===== src/rtl/core/bdq_pkg.sv =====
package bdq_pkg;

  localparam int DEPTH = 16;
  localparam int CNT_W = $clog2(DEPTH + 1);
  localparam int IDX_W = (DEPTH > 1) ? $clog2(DEPTH) : 1;

  localparam logic [2:0] REQ_PUSH_FRONT = 3'd0;
  localparam logic [2:0] REQ_PUSH_BACK  = 3'd1;
  localparam logic [2:0] REQ_POP_FRONT  = 3'd2;
  localparam logic [2:0] REQ_POP_BACK   = 3'd3;
  localparam logic [2:0] REQ_REMOVE     = 3'd4;
  localparam logic [2:0] REQ_CLEAR      = 3'd5;

  localparam logic [1:0] ST_OK       = 2'd0;
  localparam logic [1:0] ST_EMPTY    = 2'd1;
  localparam logic [1:0] ST_FULL     = 2'd2;
  localparam logic [1:0] ST_NOTFOUND = 2'd3;

  typedef struct packed {
    logic [2:0]         req_type;
    logic signed [31:0] value;
  } req_word_t;

  typedef struct packed {
    logic signed [31:0] popped_value;
    logic [1:0]         status;
    logic [4:0]         entry_count;
  } rsp_word_t;

  typedef enum logic [2:0] {
    CS_IDLE,
    CS_EXEC,
    CS_SCAN,
    CS_SHIFT,
    CS_MISS
  } ctrl_state_e;

  typedef enum logic [2:0] {
    OP_NONE,
    OP_EXEC,
    OP_LOAD_MATCH,
    OP_SCAN_NEXT,
    OP_REMOVE,
    OP_MISS
  } dp_op_e;

  typedef struct packed {
    logic   accept;
    dp_op_e op;
  } dp_cmd_t;

  typedef struct packed {
    logic is_remove;
    logic empty;
    logic full;
    logic out_free;
    logic hit;
    logic scan_last;
  } dp_sts_t;

endpackage


===== src/rtl/core/bdq_ctrl.sv =====
module bdq_ctrl (
  input  logic             clk,
  input  logic             rst,
  input  logic             req_valid,
  output logic             req_ready,
  input  bdq_pkg::dp_sts_t sts,
  output bdq_pkg::dp_cmd_t cmd
);

  bdq_pkg::ctrl_state_e state, state_next;

  always_ff @(posedge clk) begin
    if (rst) begin
      state <= bdq_pkg::CS_IDLE;
    end else begin
      state <= state_next;
    end
  end

  always_comb begin
    state_next = state;
    case (state)
      bdq_pkg::CS_IDLE: begin
        if (req_valid) state_next = bdq_pkg::CS_EXEC;
      end
      bdq_pkg::CS_EXEC: begin
        if (sts.is_remove && !sts.empty) state_next = bdq_pkg::CS_SCAN;
        else if (sts.out_free) state_next = bdq_pkg::CS_IDLE;
      end
      bdq_pkg::CS_SCAN: begin
        if (sts.hit) state_next = bdq_pkg::CS_SHIFT;
        else if (sts.scan_last) state_next = bdq_pkg::CS_MISS;
      end
      bdq_pkg::CS_SHIFT, bdq_pkg::CS_MISS: begin
        if (sts.out_free) state_next = bdq_pkg::CS_IDLE;
      end
      default: state_next = bdq_pkg::CS_IDLE;
    endcase
  end

  always_comb begin
    req_ready  = 1'b0;
    cmd.accept = 1'b0;
    cmd.op     = bdq_pkg::OP_NONE;
    case (state)
      bdq_pkg::CS_IDLE: begin
        req_ready  = 1'b1;
        cmd.accept = req_valid;
      end
      bdq_pkg::CS_EXEC: begin
        if (sts.is_remove && !sts.empty) cmd.op = bdq_pkg::OP_LOAD_MATCH;
        else if (sts.out_free) cmd.op = bdq_pkg::OP_EXEC;
      end
      bdq_pkg::CS_SCAN: begin
        if (!sts.hit && !sts.scan_last) cmd.op = bdq_pkg::OP_SCAN_NEXT;
      end
      bdq_pkg::CS_SHIFT: begin
        if (sts.out_free) cmd.op = bdq_pkg::OP_REMOVE;
      end
      bdq_pkg::CS_MISS: begin
        if (sts.out_free) cmd.op = bdq_pkg::OP_MISS;
      end
      default: begin
        cmd.op = bdq_pkg::OP_NONE;
      end
    endcase
  end

endmodule


===== src/rtl/core/bdq_datapath.sv =====
module bdq_datapath (
  input  logic               clk,
  input  logic               rst,
  input  bdq_pkg::req_word_t req,
  input  bdq_pkg::dp_cmd_t   cmd,
  output bdq_pkg::dp_sts_t   sts,
  output logic               rsp_valid,
  input  logic               rsp_ready,
  output bdq_pkg::rsp_word_t rsp
);

  localparam int DEPTH = bdq_pkg::DEPTH;
  localparam int CNT_W = bdq_pkg::CNT_W;
  localparam int IDX_W = bdq_pkg::IDX_W;

  bdq_pkg::req_word_t req_q;
  logic [31:0]        entries [DEPTH];
  logic [DEPTH-1:0]   match;
  logic [CNT_W-1:0]   count;
  logic [IDX_W-1:0]   idx;

  logic [CNT_W-1:0]   count_m1;
  logic [IDX_W-1:0]   back_idx;
  logic               empty;
  logic               full;
  logic               load_rsp;
  bdq_pkg::rsp_word_t rsp_next;
  logic [CNT_W-1:0]   count_next;
  logic [CNT_W+4:0]   count_ext;

  assign empty    = (count == '0);
  assign full     = (count >= CNT_W'(DEPTH));
  assign count_m1 = count - 1'b1;
  assign back_idx = count_m1[IDX_W-1:0];

  assign sts.is_remove = (req_q.req_type == bdq_pkg::REQ_REMOVE);
  assign sts.empty     = empty;
  assign sts.full      = full;
  assign sts.out_free  = !rsp_valid || rsp_ready;
  assign sts.hit       = match[idx];
  assign sts.scan_last = (CNT_W'(idx) == count_m1);

  // count and response for the requests finished in EXEC and the two remove endings
  always_comb begin
    count_next            = count;
    load_rsp              = 1'b0;
    rsp_next.popped_value = '0;
    rsp_next.status       = bdq_pkg::ST_OK;
    case (cmd.op)
      bdq_pkg::OP_EXEC: begin
        load_rsp = 1'b1;
        case (req_q.req_type)
          bdq_pkg::REQ_PUSH_FRONT, bdq_pkg::REQ_PUSH_BACK: begin
            if (full) rsp_next.status = bdq_pkg::ST_FULL;
            else count_next = count + 1'b1;
          end
          bdq_pkg::REQ_POP_FRONT: begin
            if (empty) begin
              rsp_next.status = bdq_pkg::ST_EMPTY;
            end else begin
              rsp_next.popped_value = entries[0];
              count_next = count_m1;
            end
          end
          bdq_pkg::REQ_POP_BACK: begin
            if (empty) begin
              rsp_next.status = bdq_pkg::ST_EMPTY;
            end else begin
              rsp_next.popped_value = entries[back_idx];
              count_next = count_m1;
            end
          end
          bdq_pkg::REQ_REMOVE: rsp_next.status = bdq_pkg::ST_EMPTY;
          bdq_pkg::REQ_CLEAR:  count_next = '0;
          default: count_next = count;
        endcase
      end
      bdq_pkg::OP_REMOVE: begin
        load_rsp   = 1'b1;
        count_next = count_m1;
      end
      bdq_pkg::OP_MISS: begin
        load_rsp        = 1'b1;
        rsp_next.status = bdq_pkg::ST_NOTFOUND;
      end
      default: load_rsp = 1'b0;
    endcase
    count_ext            = {5'd0, count_next};
    rsp_next.entry_count = count_ext[4:0];
  end

  always_ff @(posedge clk) begin
    if (rst) begin
      count     <= '0;
      rsp_valid <= 1'b0;
    end else begin
      count <= count_next;
      if (load_rsp) rsp_valid <= 1'b1;
      else if (rsp_ready) rsp_valid <= 1'b0;
    end
  end

  always_ff @(posedge clk) begin
    if (cmd.accept) req_q <= req;
    if (load_rsp) rsp <= rsp_next;

    case (cmd.op)
      bdq_pkg::OP_EXEC: begin
        if (req_q.req_type == bdq_pkg::REQ_PUSH_FRONT && !full) begin
          entries[0] <= req_q.value;
          for (int i = 1; i < DEPTH; i++) entries[i] <= entries[i-1];
        end
        if (req_q.req_type == bdq_pkg::REQ_PUSH_BACK && !full) begin
          entries[count[IDX_W-1:0]] <= req_q.value;
        end
        if (req_q.req_type == bdq_pkg::REQ_POP_FRONT && !empty) begin
          for (int i = 0; i < DEPTH - 1; i++) entries[i] <= entries[i+1];
        end
      end
      bdq_pkg::OP_LOAD_MATCH: begin
        idx <= '0;
        for (int i = 0; i < DEPTH; i++) match[i] <= (entries[i] == req_q.value);
      end
      bdq_pkg::OP_SCAN_NEXT: begin
        idx <= idx + 1'b1;
      end
      bdq_pkg::OP_REMOVE: begin
        // close the gap at the hit: every cell at or past it but the last takes its neighbor
        for (int i = 0; i < DEPTH - 1; i++) begin
          if (IDX_W'(i) >= idx) entries[i] <= entries[i+1];
        end
      end
      default: begin
      end
    endcase
  end

endmodule


===== src/rtl/core/bounded_deque_with_remove.sv =====
// Ordered list of up to bdq_pkg::DEPTH signed 32-bit words with push and pop at
// either end, remove-first-match and clear; every request word gives one
// response word. One request is in work at a time: push, pop, clear, unused
// codes and a remove on an empty list go from accept straight to execute,
// which loads the response. Any other remove compares all entries at once
// into a registered match vector, then a scan index walks it one entry per
// cycle from the front. A finished response sits in an output register, and
// the next request is accepted while it waits; a request that reaches its last
// step while that register still holds an untaken word waits there until the
// word is taken.
module bounded_deque_with_remove (
  input  logic               clk,
  input  logic               rst,
  input  logic               req_valid,
  output logic               req_ready,
  input  bdq_pkg::req_word_t req,
  output logic               rsp_valid,
  input  logic               rsp_ready,
  output bdq_pkg::rsp_word_t rsp
);

  bdq_pkg::dp_cmd_t cmd;
  bdq_pkg::dp_sts_t sts;

  bdq_ctrl u_ctrl (
    .clk       (clk),
    .rst       (rst),
    .req_valid (req_valid),
    .req_ready (req_ready),
    .sts       (sts),
    .cmd       (cmd)
  );

  bdq_datapath u_datapath (
    .clk       (clk),
    .rst       (rst),
    .req       (req),
    .cmd       (cmd),
    .sts       (sts),
    .rsp_valid (rsp_valid),
    .rsp_ready (rsp_ready),
    .rsp       (rsp)
  );

  a_one_in_flight: assert property (@(posedge clk) disable iff (rst)
    (req_valid && req_ready) |=> !req_ready)
    else $error("second request accepted while one is in work");

  a_count_sane: assert property (@(posedge clk) disable iff (rst)
    !(sts.empty && sts.full))
    else $error("list reads both empty and full");

  a_ready_idle: assert property (@(posedge clk) disable iff (rst)
    req_ready |-> (cmd.op == bdq_pkg::OP_NONE))
    else $error("datapath command issued while accepting requests");

  a_rsp_slot: assert property (@(posedge clk) disable iff (rst)
    (cmd.op == bdq_pkg::OP_EXEC || cmd.op == bdq_pkg::OP_REMOVE ||
     cmd.op == bdq_pkg::OP_MISS) |-> sts.out_free)
    else $error("response loaded over an untaken word");

endmodule

===== config.mk =====
export PLATFORM = sky130hd
export DESIGN_NAME = bounded_deque_with_remove
export DESIGN_NICKNAME = d
export VERILOG_FILES = /design/src/rtl/core/bdq_pkg.sv /design/src/rtl/core/bdq_ctrl.sv /design/src/rtl/core/bdq_datapath.sv /design/src/rtl/core/bounded_deque_with_remove.sv
export SDC_FILE = /design/constraint.sdc
export NUM_CORES = 2
export LEC_CHECK = 0
export BUFFER_PORTS_ARGS = -buffer_cell sky130_fd_sc_hd__buf_2
export CORE_UTILIZATION = 45
export DETAILED_ROUTE_END_ITERATION = 16
export GPL_ROUTABILITY_DRIVEN = 1
export PLACE_DENSITY = 0.62
export RECOVER_POWER = 100
export SLEW_MARGIN = 10
export SYNTH_ARGS = -nofsm -noshare
export SYNTH_HDL_FRONTEND = slang
export SYNTH_SLANG_ARGS = --single-unit

===== constraint.sdc =====
create_clock -name clk -period 14.7 [get_ports clk]
set_input_delay 1.47 -clock clk [delete_from_list [all_inputs] [get_ports clk]]
set_output_delay 1.47 -clock clk [all_outputs]
set_load 0.03 [all_outputs]

; ---- Yosys cells after proc, flatten, opt, wreduce, memory -nomap -nowiden
; Memories as Yosys holds them, arrays and structs flattened.
; Index checks and enable logic that the tools add are counted.
[totals]
regBits = 103
latch_bits = 0
ramBits = 512
mem_bits_ro = 0
in_bits = 39
out_inout_bits = 41
elab_cells = 234
n_memories = 1
[op_classes]
n_addsub = 3
multipliers = 0
div_mod_pow = 0
magnitude_cmp = 17
eq_ne = 33
n_shift = 0
muxes = 118
bitwise_logic = 30
n_reduce_logical = 22
[mem_list]
columns = memory, words, word_bits, rd, rd_clocked_by_memory_dff, write_ports, line_no
row1 = u_datapath.entries, 16, 32, 17, 0, 16, bdq_datapath.sv:17  ; logic [31:0] entries [DEPTH];
[op_table]
columns = op, count
row1 = $mux 32, 33
row2 = $eq 32x32->1, 16
row3 = $pmux 32 s2, 1
row4 = $mux 1, 63
row5 = $reduce_or 32->1, 1
row6 = $or 1x1->1, 30
row7 = $ge 4x4->1 const A, 7
row8 = $mux 3, 8
row9 = $pmux 3 s4, 2
row10 = $eq 3x2->1 const B, 6
row11 = $ge 3x4->1 const A, 4
row12 = $eq 3x3->1 const B, 5
row13 = $pmux 5 s3, 1
row14 = $mux 5, 2
row15 = $pmux 5 s2, 1
row16 = $eq 3x1->1 const B, 3
row17 = $ge 1x4->1 const A, 2
row18 = $ge 2x4->1 const A, 2
row19 = $pmux 4 s2, 1
row20 = $logic_not 3->1, 2
row21 = $pmux 2 s3, 1
row22 = $reduce_or 2->1, 3
row23 = $add 5x1->5 const B, 1
row24 = $eq 4x5->1, 1
row25 = other kinds (17), 27

; ---- Logic depth before layout (Yosys ltp)
[logic_depth]
word_depth = 12
depth_mapped = 13
mapped_depth_nobuf = 7

; ---- By module
; A second synthesis with hierarchy kept.
[hier_totals]
hier_cells = 4068
hier_area_um2 = 40025.9
[modules_own_cells]
columns = module, instances, cells_per_inst, area_per_inst_um2, seq_area_each_um2
row1 = bdq_datapath, 1, 4031, 39734.4, 18317.6
row2 = bdq_ctrl, 1, 37, 291.5, 60.1

; ---- Least setup slack after synthesis
; OpenSTA, ideal clock, no wires.
[synth_timing]
kind = input port to flip-flop
start = input rsp_ready
end = memory u_datapath.entries[10][0], enable pin
setup_ps = 533
arrival_ps = 5837
t_required_ps = 14167
setup_slack_ps = 8329
path_stages = 4
path_cell_list = nand2b_1 -> clkbuf_1 -> nand2_1 -> o311ai_0
[synth_lines]
columns = element, line_no
row1 = "start, declared", bounded_deque_with_remove.sv:18  ; input logic rsp_ready,
row2 = "end, declared", bdq_datapath.sv:17

==> impl_metrics.sql <==
INSERT INTO impl_metrics (metric_group, metric, value, unit) VALUES
('outcome', 'outcome', 'finished with violations', ''),
('outcome', 'violations', 'max-capacitance violations, max-slew violations', ''),
('die', 'full_die_area', '0.0904', 'mm^2'),
('layout', 'fillerInstances', '8060', ''),
('routing', 'detail_route.first_pass.iterations', '6', ''),
('worst_setup_path', 'worstReg2RegEnd', 'u_datapath.entries[0][20]$_DFFE_PP_', ''),
('layout', 'post_route_cells_drive_above_1_share', '0.103', ''),
('synthesis', 'synth-warning-count', '0', ''),
('power_and_ir_drop', 'power_density', '99.2', 'mW/mm^2'),
('worst_setup_path', 'critPathRequiredTime', '14900', 'ps'),
('cts', 'cts_hold_buf', '0', ''),
('routing', 'drt_wl_total', '143', 'mm'),
('synthesis', 'cells_taking_the_most_area_after_synthesis', 'sky130_fd_sc_hd__edfxtp_1 45%, sky130_fd_sc_hd__xor2_1 11%, sky130_fd_sc_hd__mux2i_1 7.4%', ''),
('worst_setup_path', 'register_to_register_setup_slack', '5790', 'ps'),
('synthesis', 'number_of_cells_produced_by_synthesis', '3811', ''),
('synthesis', 'synth_simple_gate_area_share', '0.136', ''),
('cts', 'cts.reportedPaths.clkPinSlew', '60', 'ps'),
('grt', 'wire_length_of_the_first_global_routing_pass', '207', 'mm'),
('hold_path', 'timing.hold.worst.class', 'reg -> reg', ''),
('worst_setup_path', 'timing.setup.critical_path_class', 'reg -> reg', ''),
('worst_setup_path', 'ff2ff_path_depth', '11', ''),
('sta', 'slew_viol_final', '1296', ''),
('synthesis', 'post_synthesis_cell_type_with_the_largest_combined_area', 'sky130_fd_sc_hd__edfxtp_1', ''),
('synthesis', 'synth_top_area_frac', '0.453', ''),
('cts', 'postCtsSetupBuffers', '0', ''),
('grt', 'grt_overflow', '0', ''),
('synthesis', 'synth_area', '0.0401', 'mm^2'),
('routing', 'routed-via-count', '31200', ''),
('cts', 'cts_inserted_buffers', '74', ''),
('cts', 'tritoncts', 'built', ''),
('grt', 'grt_max_degree', '85', ''),
('layout', 'register_area', '0.0184', 'mm^2'),
('run', 'drv.max_cap_violation_count', '35', ''),
('sta', 'period_minus_slack', '8910', 'ps'),
('sta', 'worst_slew_pin_slew', '4100', 'ps'),
('cts', 'htree_levels', '3', ''),
('sta', 'setup_repair_after_global_routing_missed_its_margin', 'no', ''),
('sta', 'setup_tns', '0', 'ps'),
('synthesis', 'synth_xor_xnor_area_share', '0.114', ''),
('worst_setup_path', 'worstReg2RegStart', 'u_datapath.count[0]$_SDFF_PP0_', ''),
('die', 'io_pins', '80', ''),
('grt', 'grt_pass1_vias', '28700', ''),
('synthesis', 'post_synth.cell_area_avg', '10.5', 'um^2'),
('hold_path', 'holdPathStages', '1', ''),
('layout', 'multiInputGateArea', '0.0201', 'mm^2'),
('routing', 'wl_per_cell', '29.2', 'um'),
('grt', 'grt_antenna_before_repair', '1', ''),
('die', 'die_wd', '301', 'um'),
('routing', 'first_iter_violations', '4261', ''),
('synthesis', 'syn_nets', '3857', ''),
('hold_path', 'timing.hold.worst_endpoint', 'u_ctrl.state[1]$_SDFFE_PP0P_', ''),
('cts', 'root_buffer', 'sky130_fd_sc_hd__clkbuf_16', ''),
('synthesis', 'post_synth_fa_ha_maj_area_fraction', '0.00218', ''),
('worst_setup_path', 'end_kind', 'flop', ''),
('cts', 'cts_max_path_buffers', '3', ''),
('synthesis', 'fraction_of_registers_with_async_set_reset', '0', ''),
('worst_setup_path', 'cp_max_fo', '34', ''),
('worst_setup_path', 'timing.critical_path.arrival', '9110', 'ps'),
('power_and_ir_drop', 'power_leakage', '14.4', 'nW'),
('sta', 'fmaxAchievable', '0.112', 'GHz'),
('synthesis', 'synth_mux_area_frac', '0.165', ''),
('sta', 'maxSlewHeadroom', '-1.74', ''),
('cts', 'clk_latency', '650', 'ps'),
('routing', 'remaining_design_rule_violation_count', '0', ''),
('die', 'core_area', '0.0884', 'mm^2'),
('cts', 'cts_num_sinks', '615', ''),
('placement', 'port_buffers', '79', ''),
('synthesis', 'dominant_combinational_cell_family_by_area_after_synthesis', 'multiplexers', ''),
('synthesis', 'share_of_the_synthesized_area_in_compound_gates_ao_oa_aoi_oai', '0.0823', ''),
('die', 'number_of_placement_rows', '109', ''),
('die', 'floorplan.die.height', '301', 'um');
-- sequential cells by signal, indices dropped and copies added (netlist names) --
| register | cells |
|---|---|
| u_ctrl.state | 3 |
| u_datapath.count | 5 |
| u_datapath.entries | 512 |
| u_datapath.idx | 4 |
| u_datapath.match | 16 |
| u_datapath.req_q | 35 |
| u_datapath.rsp | 39 |
| u_datapath.rsp_valid | 1 |
-- critical path, cell delays in order, from the launching register on --
cell	delay (ps)
sky130_fd_sc_hd__dfxtp_1	1550
sky130_fd_sc_hd__inv_1	200
sky130_fd_sc_hd__ha_1	500
sky130_fd_sc_hd__or3b_2	350
sky130_fd_sc_hd__o21ai_0	150
sky130_fd_sc_hd__clkbuf_1	460
sky130_fd_sc_hd__nor3_4	230
sky130_fd_sc_hd__clkbuf_1	1890
sky130_fd_sc_hd__a21oi_4	-120
sky130_fd_sc_hd__clkbuf_1	1050
sky130_fd_sc_hd__nand2_1	290
sky130_fd_sc_hd__clkbuf_1	1850
-- logic make-up (layout without fill, tap and decap cells) --
family / after synthesis / in the layout
flops: 615 / 615
fa+ha+maj: 7 / 7
simple gates: 1246 / 1246
mux: 491 / 491
buf+inv: 389 / 319
other cells: 0 / 1
compound gates: 541 / 541
xor+xnor: 522 / 522
-- worst max path at each step --
stage | to | start
2_1_floorplan | u_datapath.entries[10][0]$_DFFE_PP_ | rsp_ready
3_3_place_gp | u_datapath.entries[2][23]$_DFFE_PP_ | rsp_ready
3_5_place_dp | u_datapath.entries[2][23]$_DFFE_PP_ | rsp_ready
4_1_cts | u_datapath.entries[2][14]$_DFFE_PP_ | rsp_ready
5_1_grt | u_datapath.entries[0][17]$_DFFE_PP_ | u_datapath.count[0]$_SDFF_PP0_
6_report | u_datapath.entries[0][20]$_DFFE_PP_ | u_datapath.count[0]$_SDFF_PP0_
-- routing by layer --
layer / vias up / routed length (um) / GRT usage / part of all wire
li1: 13600 / - / - / -
met1: 15400 / 57600 / 0.440 / 0.40
met2: 1971 / 61700 / 0.452 / 0.43
met3: 236 / 16500 / 0.0747 / 0.12
met4: 0 / 7300 / 0.148 / 0.051
met5: - / 0 / 0 / 0
-- through the flow --
stage,cell area [um^2],hold WS [ps],setup WS (ps),cells,utilization
after detailed placement,41200,618,9550,4769,0.466
final,43200,628,5790,4907,0.488
after CTS,43400,623,10200,4906,0.491
after floorplan,40100,510,8330,3811,-
after global placement,41200,604,9540,4769,0.466
after global routing,43200,657,5640,4906,0.488
-- area by class of cell --
| cell class | count | share of cell area |
|---|---|---|
| flip-flops and latches | 615 | 0.426 |
| inverters | 11 | 0.000957 |
| well taps | 1165 | 0.0338 |
| clock inverters | 42 | 0.00664 |
| repair buffers | 171 | 0.0208 |
| clock buffers | 95 | 0.0457 |
| multi-input cells | 2807 | 0.466 |
| diodes | 1 | 0.0000580 |
-- layout by cell type, fill, tap and decap left out, drive strengths merged, types with 4 or more instances in the layout --
cell	count
mux4	130
nor3	11
ha	7
nand2	564
o21ai	108
or3	4
mux2i	297
nor2b	8
o32ai	6
buf	92
a32o	33
nand4	45
nand2b	4
a21oi	204
and2	4
nand3	38
clkinv	32
a31oi	165
edfxtp	606
xor2	517
xnor2	4
clkbuf	174
clkinvlp	4
dfxtp	9
nor2	391
nand3b	34
mux2	64
nor4	131
o211ai	4
inv	15
-- report_power, final --
| part | total, mW | internal (mW) | switching [mW] |
|---|---|---|---|
| clock | 1.79 | 0.987 | 0.798 |
| combinational | 0.491 | 0.147 | 0.345 |
| sequential | 2.00 | 1.96 | 0.0409 |
(Power assumes the default switching activity.)
